==> config.mk <==
export PLATFORM = sky130hd
export DESIGN_NAME = gregorian_date_difference
export DESIGN_NICKNAME = d
export VERILOG_FILES = /design/src/rtl/gdd_pkg.sv /design/src/rtl/gdd_lane.sv /design/src/rtl/gdd_merge.sv /design/src/rtl/gregorian_date_difference.sv
export SDC_FILE = /design/constraint.sdc
export NUM_CORES = 2
export LEC_CHECK = 0
export BUFFER_PORTS_ARGS = -buffer_cell sky130_fd_sc_hd__buf_2
export CORE_MARGIN = 1.5
export CORE_UTILIZATION = 65
export DETAILED_ROUTE_END_ITERATION = 10
export GPL_TIMING_DRIVEN = 0
export PLACE_DENSITY = 0.82
export SLEW_MARGIN = 25
export SYNTH_ARGS = -nofsm -noshare
export SYNTH_HDL_FRONTEND = slang
export SYNTH_SLANG_ARGS = --single-unit
==> constraint.sdc <==
create_clock -name clk -period 8.3 [get_ports clk]
set_input_delay 0.83 -clock clk [delete_from_list [all_inputs] [get_ports clk]]
set_output_delay 0.83 -clock clk [all_outputs]
set_load 0.03 [all_outputs]
==> src/rtl/gdd_pkg.sv <==
// Shared widths, constants and types for the Gregorian date difference block.
package gdd_pkg;

  localparam int DAY_W    = 5;
  localparam int MON_W    = 4;
  localparam int YEAR_W   = 14;
  localparam int DIFF_W   = 23;
  localparam int SERIAL_W = 23;
  localparam int KEY_W    = YEAR_W + MON_W + DAY_W;
  localparam int QUO_W    = 8;   // floor(16383 / 100) fits in 8 bits
  localparam int MSTART_W = 9;

  // floor(x / 100) == (x * 5243) >> 19 for every x below 43699
  localparam int RECIP_100   = 5243;
  localparam int RECIP_SHIFT = 19;
  localparam int PROD_W      = YEAR_W + 13;

  localparam int DAYS_PER_YEAR = 365;
  localparam int CENTURY       = 100;
  localparam int DIFF_LIMIT    = 3652058;

  localparam logic [MSTART_W-1:0] MONTH_START [16] = '{
    9'd0,   9'd0,   9'd31,  9'd59,  9'd90,  9'd120, 9'd151, 9'd181,
    9'd212, 9'd243, 9'd273, 9'd304, 9'd334, 9'd365, 9'd365, 9'd365
  };

  // Per-stage advance strobes of the shared pipeline
  typedef struct packed {
    logic s1;
    logic s2;
    logic s3;
  } pipe_en_t;

  // What one lane hands to the merge stage
  typedef struct packed {
    logic [SERIAL_W-1:0] serial;
    logic [KEY_W-1:0]    key;
  } lane_out_t;

endpackage

==> src/rtl/gdd_lane.sv <==
// One date lane: turns day, month and year into a serial day count.
module gdd_lane
  import gdd_pkg::*;
(
  input  logic              clk,
  input  pipe_en_t          en,
  input  logic [DAY_W-1:0]  day,
  input  logic [MON_W-1:0]  month,
  input  logic [YEAR_W-1:0] year,
  output lane_out_t         result
);

  // stage 1: constant multiplies
  logic [SERIAL_W-1:0] n365;
  logic [QUO_W-1:0]    qn;
  logic [QUO_W-1:0]    qy;
  logic [YEAR_W-3:0]   nq4;
  logic [YEAR_W-1:0]   yr;
  logic [MON_W-1:0]    mon;
  logic [DAY_W-1:0]    dy;

  logic [YEAR_W-1:0] n;
  logic [PROD_W-1:0] prod_n;
  logic [PROD_W-1:0] prod_y;

  always_comb begin
    n      = (year == '0) ? '0 : year - YEAR_W'(1);
    prod_n = PROD_W'(n) * PROD_W'(RECIP_100);
    prod_y = PROD_W'(year) * PROD_W'(RECIP_100);
  end

  always_ff @(posedge clk) begin
    if (en.s1) begin
      n365 <= SERIAL_W'(n) * SERIAL_W'(DAYS_PER_YEAR);
      qn   <= prod_n[RECIP_SHIFT +: QUO_W];
      qy   <= prod_y[RECIP_SHIFT +: QUO_W];
      nq4  <= n[YEAR_W-1:2];
      yr   <= year;
      mon  <= month;
      dy   <= day;
    end
  end

  // stage 2: leap rule and final sum
  logic [YEAR_W:0]     cent;
  logic                div100;
  logic                leap;
  logic [SERIAL_W-1:0] total;

  always_comb begin
    cent   = (YEAR_W+1)'(qy) * (YEAR_W+1)'(CENTURY);
    div100 = (cent == {1'b0, yr});
    leap   = ((yr[1:0] == 2'b00) && !div100) || (div100 && (qy[1:0] == 2'b00));
    total  = n365 + SERIAL_W'(nq4) - SERIAL_W'(qn) + SERIAL_W'(qn >> 2)
           + SERIAL_W'(MONTH_START[mon])
           + SERIAL_W'(leap && (mon >= MON_W'(3)))
           + SERIAL_W'(dy);
  end

  always_ff @(posedge clk) begin
    if (en.s2) begin
      result.serial <= total;
      result.key    <= {yr, mon, dy};   // packed order matches year/month/day order
    end
  end

endmodule

==> src/rtl/gdd_merge.sv <==
// Merge stage: saturated difference and order compare of the two lanes.
module gdd_merge
  import gdd_pkg::*;
(
  input  logic                     clk,
  input  pipe_en_t                 en,
  input  lane_out_t                lane_a,
  input  lane_out_t                lane_b,
  output logic signed [DIFF_W-1:0] diff_days,
  output logic                     a_before_b,
  output logic                     a_equals_b
);

  localparam logic signed [SERIAL_W:0] LIM_POS = (SERIAL_W+1)'(DIFF_LIMIT);
  localparam logic signed [SERIAL_W:0] LIM_NEG = -LIM_POS;

  logic signed [SERIAL_W:0] raw;
  logic signed [SERIAL_W:0] clamped;

  always_comb begin
    raw = $signed({1'b0, lane_a.serial}) - $signed({1'b0, lane_b.serial});
    if (raw > LIM_POS) begin
      clamped = LIM_POS;
    end else if (raw < LIM_NEG) begin
      clamped = LIM_NEG;
    end else begin
      clamped = raw;
    end
  end

  always_ff @(posedge clk) begin
    if (en.s3) begin
      diff_days  <= clamped[DIFF_W-1:0];
      a_before_b <= lane_a.key < lane_b.key;
      a_equals_b <= lane_a.key == lane_b.key;
    end
  end

endmodule

==> src/rtl/gregorian_date_difference.sv <==
// An accepted item passes through stage 1, stage 2 and the stage 3 output register.
// Throughput: one item per cycle unless out_ready stalls; two date lanes run side by side, merged in stage 3.
// Each stage advances whenever its successor is empty or moving, so input is
// taken while a result waits unless all three stages hold items.
// Reset (synchronous, active high) clears the stage valid bits; data regs are not reset.
// No state is kept between items.
module gregorian_date_difference
  import gdd_pkg::*;
(
  input  logic                     clk,
  input  logic                     rst,
  input  logic                     in_valid,
  output logic                     in_ready,
  input  logic [DAY_W-1:0]         day_a,
  input  logic [MON_W-1:0]         month_a,
  input  logic [YEAR_W-1:0]        year_a,
  input  logic [DAY_W-1:0]         day_b,
  input  logic [MON_W-1:0]         month_b,
  input  logic [YEAR_W-1:0]        year_b,
  output logic                     out_valid,
  input  logic                     out_ready,
  output logic signed [DIFF_W-1:0] diff_days,
  output logic                     a_before_b,
  output logic                     a_equals_b
);

  logic      v1;
  logic      v2;
  logic      v3;
  pipe_en_t  en;
  lane_out_t lane_a;
  lane_out_t lane_b;

  always_comb begin
    en.s3 = !v3 || out_ready;
    en.s2 = !v2 || en.s3;
    en.s1 = !v1 || en.s2;
  end

  assign in_ready  = en.s1;
  assign out_valid = v3;

  always_ff @(posedge clk) begin
    if (rst) begin
      v1 <= 1'b0;
      v2 <= 1'b0;
      v3 <= 1'b0;
    end else begin
      if (en.s1) v1 <= in_valid;
      if (en.s2) v2 <= v1;
      if (en.s3) v3 <= v2;
    end
  end

  gdd_lane u_lane_a (
    .clk    (clk),
    .en     (en),
    .day    (day_a),
    .month  (month_a),
    .year   (year_a),
    .result (lane_a)
  );

  gdd_lane u_lane_b (
    .clk    (clk),
    .en     (en),
    .day    (day_b),
    .month  (month_b),
    .year   (year_b),
    .result (lane_b)
  );

  gdd_merge u_merge (
    .clk        (clk),
    .en         (en),
    .lane_a     (lane_a),
    .lane_b     (lane_b),
    .diff_days  (diff_days),
    .a_before_b (a_before_b),
    .a_equals_b (a_equals_b)
  );

  // input only blocks when every stage is full and the output is stalled
  assert property (@(posedge clk) disable iff (rst)
    !in_ready |-> (v1 && v2 && v3 && !out_ready))
    else $error("input stalled with room in pipeline");

  assert property (@(posedge clk) disable iff (rst)
    (in_valid && in_ready) |=> v1)
    else $error("accepted item lost at stage 1");

  assert property (@(posedge clk) disable iff (rst)
    (out_valid && a_equals_b) |-> (diff_days == '0 && !a_before_b))
    else $error("equal dates with nonzero difference or ordering");

endmodule
==> run metrics <==
status=finished with violations; failing checks=design-rule violations; min Tclk post-route=7.92 ns; io pins=77; Synth top cells by count=inv_1 (799), ha_1 (713), fa_1 (399); MaxCap Viol Count=0; largest area contributor in the netlist=ha_1; vias in the first global route=around 25000; area share of the largest cell type after synthesis=0.255; top-count cell post-synth=inv_1; Setup violations, final=0; Slew HR=0.422; clk_skew=roughly 0.029 ns; Syn-to-layout area delta=6.80%; die area=55200 um2; slowest CP cell=fa_1; Post-Syn Area=35000 um2; Die Ht=235 um; share of cells above drive strength 1=0.0615; worst-path fanout max=3; via/cell ratio=5.67; Mapped Avg Cell Area=about 11 um2; TritonCTS Buffers=30; most used cell along the critical path=ha_1; Critical Path Source=u_lane_b.qy[2]; initial antenna violation count=1; hold path depth=1; Top Family by Delay on Critical Path=adder cells; Worst Path Arrival=~8.3 ns; DP Area=36300 um2; CTS sink cnt=268; CP startpoint kind=register; CTS clock-pin slew for the worst setup and hold paths=approximately 0.060 ns; period utilization=0.955; FFs w/ async S/R, synth=0; clk_lat worst skew=0.58 ns; net count after synthesis=4424; Worst Hold Class=input pin to register; Tot GR Track Use=0.275; row cnt=84; number of H-tree levels=1; RePlAce Congestion=0.932; Ys Warns=0; Slew Viols, Final=0; Post-CTS Hold Buffers=0; number of inserted diodes=0; Hold Path Origin=day_b[4]; WL per Instance=17.9 um; Levels on crit path=30; final wirelength=73.2 mm; Starting Density=0.661; Buf/Inv on CP=3; R2R Path Start=u_lane_b.qy[2]; Die X=235 um; top cells by area, synth=ha_1 (26%), fa_1 (23%), edfxtp_1 (23%); fin area=~37000 um2; total negative setup slack=0 ns; Antenna Nets Post-Route=0; worst reg-to-reg path cell count=30; first-pass GRT wire length=123 mm; DRC Markers=1; Worst Tran Pin Value=around 0.86 ns; critical path class=register to register; Post-synth EDFFs=between 200 and 300; Congestion Overflow GR=0; sequential area share after synthesis=0.229; DR pass1 iterations=8; root buffer cell=clkbuf_16; Yosys cell types=84; final hold vios=0; Fmax achieved=126 MHz; CP peak stage delay=0.52 ns; initial DRC count=around 1300; post-DP HPWL=62.3 mm; worst-case clock buffer depth=3; Critical Path Sink Type=register; DR vias=approximately 23000; fill count=3741; unrepaired setup endpoints after global routing=no; worst endpoint required time=8.62 ns; core area=approximately 53000 um2; CTS tree=yes; fin nets=4537; # port buffers=76; pin count of the biggest net entering global routing=81; Gate Count Post-Synth=3262; ys flop type=edfxtp_1; post-synthesis register bit count=268
-- placed cells by master (no fill, tap or decap), drive strengths merged, types with 20 or more instances in the layout --
master and instances:
a21o 70, a21oi 101, buf 96, clkbuf 50, edfxtp 265, fa 399, ha 713, inv 801
nand2 70, nand2b 21, nand3 42, nand4 20, nor2 121, nor3 46, o21a 23, o21ai 70
or2 30, xnor2 144, xor2 28
-- final cells by class --
type,count,area [um2],area share
clock buffer,38,802,0.0215
sequential,268,8020,0.215
clock inverter,18,186,0.00499
buffer,27,134,0.00359
tap,688,861,0.0231
inverter,799,3000,0.0805
timing repair buffer,81,483,0.0129
multi-input combinational,2168,23800,0.639
-- worst paths after layout --
check / to / slack (ns)
max: u_lane_b.result[42] / 0.38
min: u_lane_b.dy[4] / 0.43
max reg2reg: u_lane_b.result[42] / 0.38
min reg2reg: u_lane_b.result[10] / 0.46
-- registers in the layout, indices dropped and copies added, names as in the netlist, 4 cells and up --
| name | flops |
|---|---|
| u_lane_a.qy | 8 |
| u_lane_b.qn | 8 |
| u_lane_a.qn | 8 |
| u_lane_a.yr | 14 |
| u_lane_a.mon | 4 |
| u_lane_a.dy | 5 |
| u_lane_a.n365 | 23 |
| u_lane_a.result | 46 |
| u_lane_b.qy | 8 |
| u_lane_b.result | 46 |
| u_lane_a.nq4 | 12 |
| u_lane_b.mon | 4 |
| u_lane_b.dy | 5 |
| u_merge.diff_days | 23 |
| u_lane_b.nq4 | 12 |
| u_lane_b.yr | 14 |
| u_lane_b.n365 | 23 |
-- layer usage --
| metal | GRT usage | up-vias | routed length, um |
|---|---|---|---|
| li1 | - | 11100 | - |
| met1 | 0.355 | 11400 | 31400 |
| met2 | 0.487 | 523 | 36600 |
| met3 | 0.0348 | 146 | 3140 |
| met4 | 0.0762 | 0 | 2110 |
| met5 | 0 | - | 0 |
-- worst reg2reg max path, delay by kind of cell, from the launching register on --
kind,cells,cell delay [ns]
AO/OA/AOI/OAI,14,3.25
XOR/XNOR,2,0.26
adder cells (fa/ha/maj),9,3.29
buffers and inverters,3,0.15
flip-flops,1,0.44
AND/OR/NAND/NOR,2,0.32
-- what timing repair did --
action | CTS | global route
endpoints found under the setup margin | 0 | 2
resized for setup | 0 | 6
buffers inserted | 0 | 1
-- cells by family after synthesis --
group | share of synthesized area
adder cells (fa/ha/maj) | 0.484
AND/OR/NAND/NOR | 0.0642
flip-flops | 0.229
buffers and inverters | 0.0896
multiplexers | 0.00419
XOR/XNOR | 0.0431
AO/OA/AOI/OAI | 0.0859
-- through the flow --
step	cells	hold WS, ns	setup slack [ns]	utilization
2_1_floorplan	3262	0.426	1.16	-
3_3_place_gp	4026	0.435	0.298	0.685
3_5_place_dp	4030	0.439	0.143	0.687
4_1_cts	4086	0.407	0.184	0.705
5_1_grt	4087	0.415	0.0614	0.706
6_report	4087	0.429	0.376	0.706
Power is not shown: default switching activity piles up to over one toggle a cycle in this logic, so the estimate is an artifact.
